--- config.mk ---
export PLATFORM = sky130hd
export DESIGN_NAME = apsp_relax
export DESIGN_NICKNAME = d
export VERILOG_FILES = /design/src/sv/apsp_pkg.sv /design/src/sv/apsp_relax.sv
export SDC_FILE = /design/constraint.sdc
export NUM_CORES = 1
export LEC_CHECK = 0
export BUFFER_PORTS_ARGS = -buffer_cell sky130_fd_sc_hd__buf_4
export CORE_MARGIN = 2
export CORE_UTILIZATION = 59
export DETAILED_ROUTE_END_ITERATION = 12
export PLACE_DENSITY = 0.91
export SYNTH_ARGS = -nofsm -noshare
export SYNTH_HDL_FRONTEND = slang
export SYNTH_SLANG_ARGS = --single-unit
--- constraint.sdc ---
create_clock -name vclk -period 16.2
set_input_delay 1.62 -clock vclk [all_inputs]
set_output_delay 1.62 -clock vclk [all_outputs]
set_load 0.02 [all_outputs]
--- src/sv/apsp_pkg.sv ---
`default_nettype none
// ----------------------------------------------------------------------------
// apsp_pkg
// Shared types and constants of the all-pairs shortest path core.
// ----------------------------------------------------------------------------
package apsp_pkg;

    localparam int DIST_W   = 30;
    localparam int NODE_W   = 7;
    localparam int WEIGHT_W = 16;
    localparam int CNT_W    = 8;
    localparam int PADDR_W  = 3;

    localparam logic [DIST_W-1:0] UNREACH_DIST    = 30'd1000000000;
    localparam logic [CNT_W-1:0]  NODE_COUNT_RST  = 8'd128;
    localparam logic              REG_NODE_COUNT  = 1'b0;

    typedef enum logic [1:0] {
        OP_ADD_EDGE = 2'd0,
        OP_RUN      = 2'd1,
        OP_QUERY    = 2'd2,
        OP_CLEAR    = 2'd3
    } op_t;

    typedef enum logic [3:0] {
        S_CLEAR,
        S_IDLE,
        S_EDGE_A,
        S_EDGE_B,
        S_QUERY_RD,
        S_QUERY_WT,
        S_ROW_RD,
        S_ROW_WT,
        S_COL,
        S_DRAIN,
        S_FINISH
    } state_t;

endpackage
`default_nettype wire

--- src/sv/apsp_relax.sv ---
`default_nettype none
// ----------------------------------------------------------------------------
// apsp_relax
// One relaxation step: min(d_ij, d_ik + d_kj), sum saturated at unreachable.
// ----------------------------------------------------------------------------
module apsp_relax
    import apsp_pkg::*;
(
    input  wire logic [DIST_W-1:0] d_ik,
    input  wire logic [DIST_W-1:0] d_kj,
    input  wire logic [DIST_W-1:0] d_ij,
    output logic      [DIST_W-1:0] d_new
);

    logic [DIST_W:0]   sum;
    logic [DIST_W-1:0] via;

    assign sum   = {1'b0, d_ik} + {1'b0, d_kj};
    assign via   = (sum > {1'b0, UNREACH_DIST}) ? UNREACH_DIST : sum[DIST_W-1:0];
    assign d_new = (via < d_ij) ? via : d_ij;

endmodule
`default_nettype wire

==> out/qor.csv <==
metric,value,unit
Initial DRC Count,423,
Max stage delay on crit path,1.00,ns
CP Launch Type,input pin,
layout cells sized above 1,0.267,
max-cap check violation count,0,
global-route wire length before repair,20300,um
NumNets Final,781,
initial antenna violation count,0,
Area Overhead vs Synth,22.5,%
status,completed,
Vias,4710,
HP Class,in -> out,
crit path buf inv count,3,
DP Area,0.00462,mm2
Util after Layout,0.736,
storage element area,0,um2
die width,84.0,um
period utilisation layout,0.653,
PD cells,64.7,mW/mm2
CP Data Required Time,14.58,ns
Worst-Margin Slew,1.14,ns
most instantiated library cell after synthesis,ha_1,
HPWL Detailed,9790,um
post-synthesis cell count,538,
fin area,0.00462,mm2
final WL,12100,um
Setup TNS,0,ns
Post-CTS Resized,0,
Post-CTS Hold Fix Bufs,0,
Vias/cell,6.67,
FFs & Latches,0,
Routability Congestion,1.06,
Worst path slowest cell,and3_1,
critical path type,in -> out,
pin count of the biggest net entering global routing,38,
first drt pass iteration count,5,
vias in the first global route,4408,
CORE AREA,0.00628,mm2
synth top area cells,"ha_1 20%, nand4_1 6.3%, a21oi_1 5.3%",
Slew Limit Fails,0,
DRC Markers,0,
synthesized area per cell,7.01,um2
Total GRT Usage,0.331,
minimum clock period,10.58,ns
die height,84.0,um
Achievable Freq,94.5,MHz
IO Port Bufs,120,
final antenna diode count,0,
Syn Std Cell Area,0.00377,mm2
io pins,120,
post-synth top area cell,ha_1,
critical path arrival,8.96,ns
Slew HR,0.237,
Synth top area share,0.196,
antenna-violating nets left,0,
VDD IR-drop max,0.0539,mV
register area share after synthesis,0,
Final Hold Viols,0,
clock buffer count,0,
"CP delay by family, top",compound AO/OA/AOI/OAI gates,
# Post-CTS Setup Buffers,0,
crit-path max FO,37,
yosys warns,0,
GRT Residual Overflow,0,
# setup viols final,0,
Leak,2.24,nW
element type at the critical path end,output pin,
# rows,29,
Die ar.,0.00705,mm2
Initial Util,0.601,
WL/cell,17.1,um
post-synth cell types,76,
Commonest cells post-synth,"59 x ha_1, 50 x inv_1, 40 x a21oi_1",
unrepaired setup endpoints after global routing,no,
synthesized net count,688,
[placed cells by master, fill, tap and decap left out, types with 11 or more instances in the layout]
| cell type | n |
|---|---|
| buf_4 | 122 |
| ha_1 | 59 |
| inv_1 | 50 |
| a21oi_1 | 40 |
| nor2_1 | 39 |
| nand4_1 | 38 |
| nand2_1 | 35 |
| a21o_1 | 19 |
| o21ai_0 | 19 |
| o221ai_1 | 17 |
| nand3_1 | 13 |
| or2_2 | 11 |
[final timing paths]
check | from | end | depth (start not counted)
max | d_ik[0] | d_new[19] | 27
min | d_ij[22] | d_new[22] | 4
[cell families (layout without fill, tap and decap cells)]
family                   Yosys count  count (layout)  synth area share
AO/OA/AOI/OAI                    174             174             0.355
XOR/XNOR                          18              18            0.0418
adder cells (fa/ha/maj)           60              60             0.201
buffers and inverters             81             172            0.0949
multiplexers                       1               1           0.00265
AND/OR/NAND/NOR                  204             204             0.305
[stage by stage]
step	power, mW	setup slack [ns]	instances	hold slack, ns
2_1_floorplan	0.203	7.61	538	3.39
3_3_place_gp	0.286	6.11	706	3.56
3_5_place_dp	0.292	5.79	706	3.57
4_1_cts	0.294	5.76	706	3.57
5_1_grt	0.324	5.05	706	3.59
6_report	0.299	5.62	706	3.57
[worst min-delay path, stage by stage]
cell,delay (ns)
buf_4,0.09
a32oi_1,0.06
o41ai_2,0.05
buf_4,0.13
[power by group]
part	leakage, nW	switching [mW]	internal [mW]
clock	0	0	0
sequential	0	0	0
combinational	2.24	0.173	0.126
[per-layer routing]
layer	vias up	GRT usage	wire, um
met4	0	0.0777	280
met1	2203	0.428	5100
met2	228	0.585	5820
met3	30	0.0356	897
met5	-	0	0
li1	2249	-	-
[area by class of cell]
type	count	area, um2
fillers	517	1660
inverters	50	188
multi-input cells	457	3420
well taps	77	96.3
repair buffers	122	916
Note: power is estimated with default switching activity, not from simulation.
